===== src/design/pvc_pkg.sv =====
// ----------------------------------------------------------------------------
// pvc_pkg
// Shared types and constants for the printable Vigenere cipher block.
// ----------------------------------------------------------------------------
`default_nettype none

package pvc_pkg;

  // Largest number of key bytes the block is built for by default.
  localparam int unsigned KeyBytesDefault = 8;

  // Configuration port geometry.
  localparam int unsigned CfgDataW  = 64;
  localparam int unsigned CfgIndexW = 2;
  localparam int unsigned KeyLenW   = 4;

  // Register values after reset: the key "KEY", three bytes long.
  localparam logic [CfgDataW-1:0] KeyCharsReset  = 64'h0000_0000_0059_454B;
  localparam logic [KeyLenW-1:0]  KeyLengthReset = 4'd3;

  // Printable ASCII window and its size.
  localparam logic [7:0] PrintLo  = 8'd32;
  localparam logic [7:0] PrintHi  = 8'd126;
  localparam logic [7:0] PrintMod = 8'd95;

  // Register indexes of the configuration port.
  typedef enum logic [CfgIndexW-1:0] {
    CFG_KEY_CHARS    = 2'd0,
    CFG_KEY_LENGTH   = 2'd1,
    CFG_DECRYPT_MODE = 2'd2
  } cfg_reg_e;

  // Result of ciphering one character.
  typedef struct packed {
    logic [7:0] char_val;
    logic       bad;
  } cipher_res_t;

endpackage

`default_nettype wire


===== src/design/pvc_cipher_unit.sv =====
// ----------------------------------------------------------------------------
// pvc_cipher_unit
// Modular add or subtract of one key byte over the 95 printable codes.
// ----------------------------------------------------------------------------
`default_nettype none

module pvc_cipher_unit (
  input  wire logic                 decrypt_i,
  input  wire logic [7:0]           char_i,
  input  wire logic [7:0]           key_i,
  output pvc_pkg::cipher_res_t      res_o
);

  logic       bad;
  logic [6:0] cm;
  logic [6:0] ke;
  logic [7:0] sum;
  logic [7:0] enc;
  logic [7:0] dec;
  logic [7:0] mix;

  assign bad = (char_i < pvc_pkg::PrintLo) || (char_i > pvc_pkg::PrintHi);
  assign cm  = 7'(char_i - pvc_pkg::PrintLo);

  // Key byte less 32, reduced into 0..94; any byte value is accepted.
  always_comb begin
    if (key_i < 8'd32) begin
      ke = 7'(key_i + 8'd63);
    end else if (key_i >= 8'd222) begin
      ke = 7'(key_i - 8'd222);
    end else if (key_i >= 8'd127) begin
      ke = 7'(key_i - 8'd127);
    end else begin
      ke = 7'(key_i - 8'd32);
    end
  end

  assign sum = {1'b0, cm} + {1'b0, ke};
  assign enc = (sum >= pvc_pkg::PrintMod) ? sum - pvc_pkg::PrintMod : sum;
  assign dec = (cm >= ke) ? {1'b0, cm} - {1'b0, ke}
                          : {1'b0, cm} + pvc_pkg::PrintMod - {1'b0, ke};
  assign mix = decrypt_i ? dec : enc;

  assign res_o.bad      = bad;
  assign res_o.char_val = bad ? char_i : mix + pvc_pkg::PrintLo;

endmodule

`default_nettype wire


===== src/design/printable_vigenere_cipher.sv =====
// ----------------------------------------------------------------------------
// printable_vigenere_cipher
// Streaming Vigenere cipher over the 95 printable ASCII codes.
// ----------------------------------------------------------------------------
// Usage: characters arrive one per beat on the input channel (char_in_i,
// last_in_i, valid/ready) and leave one per beat on the output channel
// (char_out_o, last_out_o, bad_char_o). Every input beat gives exactly one
// output beat, in order.
// A beat accepted at one edge is presented on the output from the next
// cycle. Throughput is one character per cycle while the receiver does
// not stall; the single result register is the only stage, and the key
// position counter advances in the same cycle as the character is taken.
// The key position starts at byte 0, advances once per character, wraps at
// the key length and returns to 0 after a beat marked last.
// Characters outside 32..126 are passed unchanged with bad_char_o set.
// Reset loads the key "KEY", length 3, encrypt mode, position 0, and empties
// the result register. When the receiver stalls, the result is held and a
// new beat is taken only in the cycle in which the held result leaves.
// Configuration writes are taken at any edge with cfg_we_i high and should
// be made only while no beat is in flight.
// ----------------------------------------------------------------------------
`default_nettype none

module printable_vigenere_cipher #(
  parameter int unsigned KEY_BYTES = pvc_pkg::KeyBytesDefault
) (
  input  wire logic                          clk_i,
  input  wire logic                          rst_ni,
  // Configuration write port.
  input  wire logic                          cfg_we_i,
  input  wire logic [pvc_pkg::CfgIndexW-1:0] cfg_index_i,
  input  wire logic [pvc_pkg::CfgDataW-1:0]  cfg_data_i,
  // Input channel.
  input  wire logic                          in_valid_i,
  output      logic                          in_ready_o,
  input  wire logic [7:0]                    char_in_i,
  input  wire logic                          last_in_i,
  // Output channel.
  output      logic                          out_valid_o,
  input  wire logic                          out_ready_i,
  output      logic [7:0]                    char_out_o,
  output      logic                          last_out_o,
  output      logic                          bad_char_o
);

  localparam int unsigned KeyW = KEY_BYTES * 8;
  localparam int unsigned PosW = (KEY_BYTES > 1) ? $clog2(KEY_BYTES) : 1;
  localparam logic [pvc_pkg::KeyLenW-1:0] MaxLen = pvc_pkg::KeyLenW'(KEY_BYTES);

  // Clamp a written length to 1..KEY_BYTES so the counter compare is simple.
  function automatic logic [pvc_pkg::KeyLenW-1:0] clamp_len(
    input logic [pvc_pkg::KeyLenW-1:0] v
  );
    logic [pvc_pkg::KeyLenW-1:0] r;
    if (v == '0) begin
      r = pvc_pkg::KeyLenW'(1);
    end else if (v > MaxLen) begin
      r = MaxLen;
    end else begin
      r = v;
    end
    return r;
  endfunction

  // Configuration registers.
  logic [KEY_BYTES-1:0][7:0]        key_q;
  logic [pvc_pkg::KeyLenW-1:0]      len_q;
  logic                             decrypt_q;

  // Key position and result register.
  logic [PosW-1:0]                  pos_q, pos_d;
  logic                             out_valid_q, out_valid_d;
  logic [7:0]                       char_q;
  logic                             last_q;
  logic                             bad_q;

  logic                             in_fire;
  logic [pvc_pkg::KeyLenW-1:0]      pos_next_ext;
  pvc_pkg::cipher_res_t             res;

  // A held result may leave in the same cycle as the next beat enters.
  assign in_ready_o = !out_valid_q || out_ready_i;
  assign in_fire    = in_valid_i && in_ready_o;

  always_ff @(posedge clk_i or negedge rst_ni) begin
    if (!rst_ni) begin
      key_q     <= pvc_pkg::KeyCharsReset[KeyW-1:0];
      len_q     <= clamp_len(pvc_pkg::KeyLengthReset);
      decrypt_q <= 1'b0;
    end else if (cfg_we_i) begin
      unique case (pvc_pkg::cfg_reg_e'(cfg_index_i))
        pvc_pkg::CFG_KEY_CHARS:    key_q     <= cfg_data_i[KeyW-1:0];
        pvc_pkg::CFG_KEY_LENGTH:   len_q     <= clamp_len(cfg_data_i[pvc_pkg::KeyLenW-1:0]);
        pvc_pkg::CFG_DECRYPT_MODE: decrypt_q <= cfg_data_i[0];
        default: ;
      endcase
    end
  end

  // The byte at the current position is used even if the length was
  // lowered below it mid-string; the counter then wraps to zero.
  pvc_cipher_unit u_cipher (
    .decrypt_i (decrypt_q),
    .char_i    (char_in_i),
    .key_i     (key_q[pos_q]),
    .res_o     (res)
  );

  assign pos_next_ext = pvc_pkg::KeyLenW'(pos_q) + pvc_pkg::KeyLenW'(1);

  always_comb begin
    pos_d = pos_q;
    if (in_fire) begin
      if (last_in_i || (pos_next_ext >= len_q)) begin
        pos_d = '0;
      end else begin
        pos_d = pos_next_ext[PosW-1:0];
      end
    end
  end

  always_comb begin
    out_valid_d = out_valid_q;
    if (in_fire) begin
      out_valid_d = 1'b1;
    end else if (out_ready_i) begin
      out_valid_d = 1'b0;
    end
  end

  always_ff @(posedge clk_i or negedge rst_ni) begin
    if (!rst_ni) begin
      pos_q       <= '0;
      out_valid_q <= 1'b0;
    end else begin
      pos_q       <= pos_d;
      out_valid_q <= out_valid_d;
    end
  end

  always_ff @(posedge clk_i) begin
    if (in_fire) begin
      char_q <= res.char_val;
      last_q <= last_in_i;
      bad_q  <= res.bad;
    end
  end

  assign out_valid_o = out_valid_q;
  assign char_out_o  = char_q;
  assign last_out_o  = last_q;
  assign bad_char_o  = bad_q;

  // The stored length always lies within the built key size.
  a_len_range: assert property (@(posedge clk_i) disable iff (!rst_ni)
    (len_q != '0) && (len_q <= MaxLen))
    else $error("key length register out of range");

  // A string boundary restarts the key at byte 0.
  a_last_resets_pos: assert property (@(posedge clk_i) disable iff (!rst_ni)
    (in_fire && last_in_i) |=> (pos_q == '0))
    else $error("key position not cleared after last beat");

  // A good character always maps onto a printable code.
  a_out_printable: assert property (@(posedge clk_i) disable iff (!rst_ni)
    (out_valid_q && !bad_q) |-> ((char_q >= pvc_pkg::PrintLo) && (char_q <= pvc_pkg::PrintHi)))
    else $error("ciphered character outside printable range");

  // An empty result register never blocks the input.
  a_ready_when_empty: assert property (@(posedge clk_i) disable iff (!rst_ni)
    !out_valid_q |-> in_ready_o)
    else $error("input stalled with empty result register");

endmodule

`default_nettype wire

===== config.mk =====
export PLATFORM = sky130hd
export DESIGN_NAME = printable_vigenere_cipher
export DESIGN_NICKNAME = d
export VERILOG_FILES = /design/src/design/pvc_pkg.sv /design/src/design/pvc_cipher_unit.sv /design/src/design/printable_vigenere_cipher.sv
export SDC_FILE = /design/constraint.sdc
export NUM_CORES = 1
export LEC_CHECK = 0
export ABC_AREA = 1
export CAP_MARGIN = 20
export CORE_ASPECT_RATIO = 1.4
export CORE_MARGIN = 2
export CORE_UTILIZATION = 25
export CTS_CLUSTER_DIAMETER = 150
export CTS_CLUSTER_SIZE = 10
export DETAILED_ROUTE_END_ITERATION = 8
export DONT_BUFFER_PORTS = 1
export MAX_ROUTING_LAYER = met4
export PLACE_DENSITY_LB_ADDON = 0.08
export SKIP_LAST_GASP = 1
export SYNTH_ARGS = -nofsm -noshare
export SYNTH_HDL_FRONTEND = slang
export SYNTH_SLANG_ARGS = --single-unit
export TNS_END_PERCENT = 5

===== constraint.sdc =====
create_clock -name clk_i -period 6 [get_ports clk_i]
set_input_delay 0.3 -clock clk_i [delete_from_list [all_inputs] [get_ports clk_i]]
set_output_delay 0.3 -clock clk_i [all_outputs]
set_load 0.005 [all_outputs]

After elaboration in Yosys (flattened, before gate mapping)
Index checks and enable logic that the tools add are counted.

Register bits: 83. Output and inout port bits: 12. Word-level logic and storage cells: 64.

$add $sub $neg: 12. $lt $le $gt $ge: 10. Eq/ne operators: 2. Multiplexer cells: 14. Reduce and logical (&&, ||, !) cells: 11.

Operators by type and width (count): $mux W8 (5); $bmux W8 S3 (1); $mux W7 (3); $ge A8 B7 Y1 const B (2); $lt A8 B6 Y1 const B (2); $sub A7 B6 Y7 const B (2); $sub A7 B7 Y7 const B (2); $add A7 B7 Y8 (1); $add A7 B7 Y8 const B (1); $add A8 B6 Y8 const B (1); $ge A8 B8 Y1 const B (1); $gt A8 B7 Y1 const B (1); $mux W4 (2); $sub A7 B7 Y8 (1); $sub A8 B7 Y8 (1); $sub A8 B7 Y8 const B (1); $add A7 B6 Y7 const B (1); $ge A7 B7 Y1 (1); $reduce_and A2 Y1 (3); $add A3 B1 Y4 const B (1); $ge A4 B4 Y1 (1); $gt A4 B4 Y1 const B (1); $logic_not A4 Y1 (1); $lt A3 B4 Y1 const B (1); other kinds (9) (12).

Depth between registers and ports, before layout
Word-level depth: 12. Mapped depth: 39. Mapped depth without buffers: 37.

Modules after synthesis
A second synthesis with hierarchy kept.

Cell total of the unflattened synthesis: 862. Area, all modules: 6048.3 um^2.

By module, submodules not included: printable_vigenere_cipher (instances 1, cells an instance 530, area an instance 4025.1 um^2); pvc_cipher_unit (instances 1, cells an instance 332, area an instance 2023.2 um^2).

Least setup slack after synthesis
OpenSTA, ideal clock, no wires.

Path kind: register -> register. Start point: register pos_q[0]. End point: register char_q[7] (netlist: char_out_o[7]), data pin. Setup time: 0.253 ns. Arrival time: 4.111 ns. Data required time: 5.747 ns. Path slack: 1.635 ns. Stages on the path, launching flop included: 34. Path buffers: 2. Period minus slack after synthesis: 4.365 ns. Path through: dfrtp_1 > buf_6 > buf_6 > nor2_1 > nor2_1 > o21ai_0 > nand2_1 > o21ai_2 > inv_2 > ha_1 > nand3_1 > inv_2 > nand2_2 > nand2_4 > nand3_1 > nand3_1 > nand2_1 > nand2_2 > ha_1 > fa_1 > inv_1 > o31ai_1 > a21oi_1 > o21bai_1 > nand2_1 > nand2_1 > o22ai_1 > nand2_1 > o21ai_0 > ha_1 > inv_1 > nand3_1 > nand3_1 > nand2_1.

RTL lines: from (decl) (RTL line printable_vigenere_cipher.sv:71) `logic [PosW-1:0] pos_q, pos_d;`; from (signal assigned) (RTL line printable_vigenere_cipher.sv:136) `pos_q <= pos_d;`; to (signal assigned) (RTL line printable_vigenere_cipher.sv:143) `char_q <= res.char_val;`; to (decl) (RTL line printable_vigenere_cipher.sv:73) `logic [7:0] char_q;`.

==> flow_metrics.tcl <==
set metrics [dict create \
    vias 5119 \
    rsz0062_at_grt "false" \
    grt_pass1_vias 5251 \
    ant_nets 0 \
    ys_types 47 \
    synth_top_flop_cell "dfrtp_1" \
    finalWorstSetupSlack_ns 0.610 \
    peakVddDrop_mv 0.319 \
    syn_inst 832 \
    final_util_pct 27.8 \
    cp.buffers_inverters 4 \
    placed_cells 1116 \
    grt-ovfl-total 0 \
    core_um2 24000 \
    clockRootBuffer "clkbuf_16" \
    drt_iter0_drc 219 \
    area_delta_synth_final_pct 9.03 \
    dpl.hpwl_mm 14.0 \
    max_stage_delay_ns 0.72 \
    worst_hold_path_type "in2reg" \
    clk_pin_slew_worst_paths_ns 0.06 \
    stdcell_count 1135 \
    p_leak_nw 3.34 \
    dieHeight_um 189 \
    critPathTopFamily "compound AO/OA/AOI/OAI gates" \
    grt_pass1_wl_mm 28.1 \
    grt_antenna_before_repair 1 \
    yosysTopAreaCellShare_pct 24.5 \
    seq_area_frac_synth_pct 35.0 \
    numCtsBuffers 9 \
    layout.nets 945 \
    h-tree-depth 3 \
    fp.dieW_um 136 \
    setup_tns_ns 0 \
    period_needed_ns 5.39 \
    grt_max_degree 102 \
    clock_skew_ns 0.00787 \
    drc 0 \
    drive_gt1_share_pct 11.2 \
    yosysWarnings 0 \
    ys_seq_elements 83 \
    pre_cts_slack_ns 0.586 \
    hold_viol_final 0 \
    clockBufferDepth 2 \
    drt_pre_antenna_iters 4 \
    hold_buffers 2 \
    pwr_density_cell_nw_per_um2 653 \
    cts.sinks 83 \
    max-cap-violations 0 \
    rows 67 \
    grtUsageTotal_pct 14.7 \
    synth_area_um2 6120 \
    crit_top_cell "nand2_1" \
    ios 92 \
    cp-start-kind "register" \
    setup_viol 0 \
    stdcell_area_um2 6680 \
    syn_avg_cell_area_um2 7.36 \
    status "finished clean" \
    place_congestion 0.828 \
    required_ns 6.12 \
    routed_wl_mm 17.6 \
    tightest_slew_ns 1.03 \
    max_slew_margin_pct 31.1 \
    fin_crit_sh_pct 89.8 \
    cp.arrival_ns 5.51 \
    fillers 2714 \
    synth_area_leaders "dfrtp_1, nand2_1, ha_1, inv_1, a21oi_1" \
    cts-resized-gates 0 \
    crit_slowest_cell "dfrtp_1" \
    postCtsSetupRepairBufs 0 \
    synth_async_sr_flop_share_pct 88.0 \
    crit_type "reg2reg" \
    numPortBuffers 0 \
    drv_slew 0 \
    synth_fp_nets 958 \
    cp-end-kind "register" \
    yosys.area.top_type "dfrtp_1" \
    wl_per_cell_um 15.5 \
    clk_latency_ns 0.35 \
    dpl-instance-area_um2 6360 \
    synth_edf_count 10 \
    crit_fanout 35 \
    dieArea_um2 25800 \
    timing.fmax_mhz 186 \
    via_per_inst 4.51 \
    cts_tree "yes" \
    initial_core_util_pct 25.5 \
]
[flip-flops by register name (all words and copies together) (netlist names)]
| name | count |
|---|---|
| key_q | 64 |
| last_out_o | 1 |
| decrypt_q | 1 |
| char_out_o | 8 |
| len_q | 4 |
| pos_q | 3 |
| out_valid_o | 1 |
| bad_char_o | 1 |
[where the power goes]
part	internal, mW	switching [mW]	total (mW)	leakage (nW)
Combinational	1.03	2.05	3.08	2.31
Clock	0.303	0.223	0.526	0.133
Sequential	0.695	0.0600	0.755	0.903
[metal layers]
layer  up-vias  wire (um)  track usage, %
met3        31        585            2.57
met2        91       9250            25.7
met4         0        598            6.65
met5         -          0               -
li1       2613          -               -
met1      2384       7180            16.1
[cell type report]
type                       count  area, um^2  share of cell area (%)
antenna                        1        2.50                  0.0375
clock buffer                  14         264                    3.96
clock inverter                 2        12.5                   0.187
inverter                     129         494                    7.40
multi-input combinational    590        3300                    49.5
sequential                    83        2140                    32.1
tap                          310         388                    5.81
timing repair buffer           6        67.6                    1.01
[placed cells by master, fill, tap and decap left out, drive strengths merged, types with 13 or more instances in the layout]
master / n
a21oi: 71
clkbuf: 14
dfrtp: 60
dfstp: 13
ha: 39
inv: 128
mux2: 14
nand2: 208
nand3: 68
nor2: 96
o21ai: 39
[worst paths after layout]
path / from / endpoint / slack [ns] / cells after the start
worst max register to register: pos_q[0]$_DFFE_PN0P_ / char_out_o[7]$_DFFE_PP_ / 0.61 / 29
worst max-delay path: pos_q[0]$_DFFE_PN0P_ / char_out_o[7]$_DFFE_PP_ / 0.61 / 29
min in group asynchronous: rst_ni / key_q[43]$_DFFE_PN0P_ / 0.45 / 2
max in group asynchronous: rst_ni / key_q[0]$_DFFE_PN1P_ / 5.14 / 2
worst min-delay path: last_in_i / last_out_o$_DFFE_PP_ / 0.04 / 0
worst min register to register: key_q[6]$_DFFE_PN1P_ / key_q[6]$_DFFE_PN1P_ / 0.48 / 2
[logic make-up after synthesis]
group           synth area share [%]
buf+inv                         11.2
mux                             2.58
xor+xnor                        1.86
compound gates                  11.4
simple gates                    27.6
fa+ha+maj                       10.3
flops                           35.0
[cells in the mapped netlist (8+ instances only)]
cell type / count
nand2_1: 190
nand4_1: 8
clkbuf_1: 13
nor2_1: 88
o21ai_1: 9
dfrtp_1: 60
o21ai_0: 26
edfxtp_1: 10
nand3_1: 64
inv_2: 8
inv_1: 118
mux2_2: 14
ha_1: 39
a21oi_1: 71
nand2_2: 16
xor2_1: 11
dfstp_2: 13
[through the flow]
step | power (mW) | hold slack, ns
6_report | 4.36 | 0.0432
5_1_grt | 4.85 | 0.0267
3_5_place_dp | 3.85 | 0.00838
4_1_cts | 4.41 | 0.0264
3_3_place_gp | 3.85 | 0.00766
2_1_floorplan | 3.11 | 0.00441
Power figures use the tool's default switching activity.
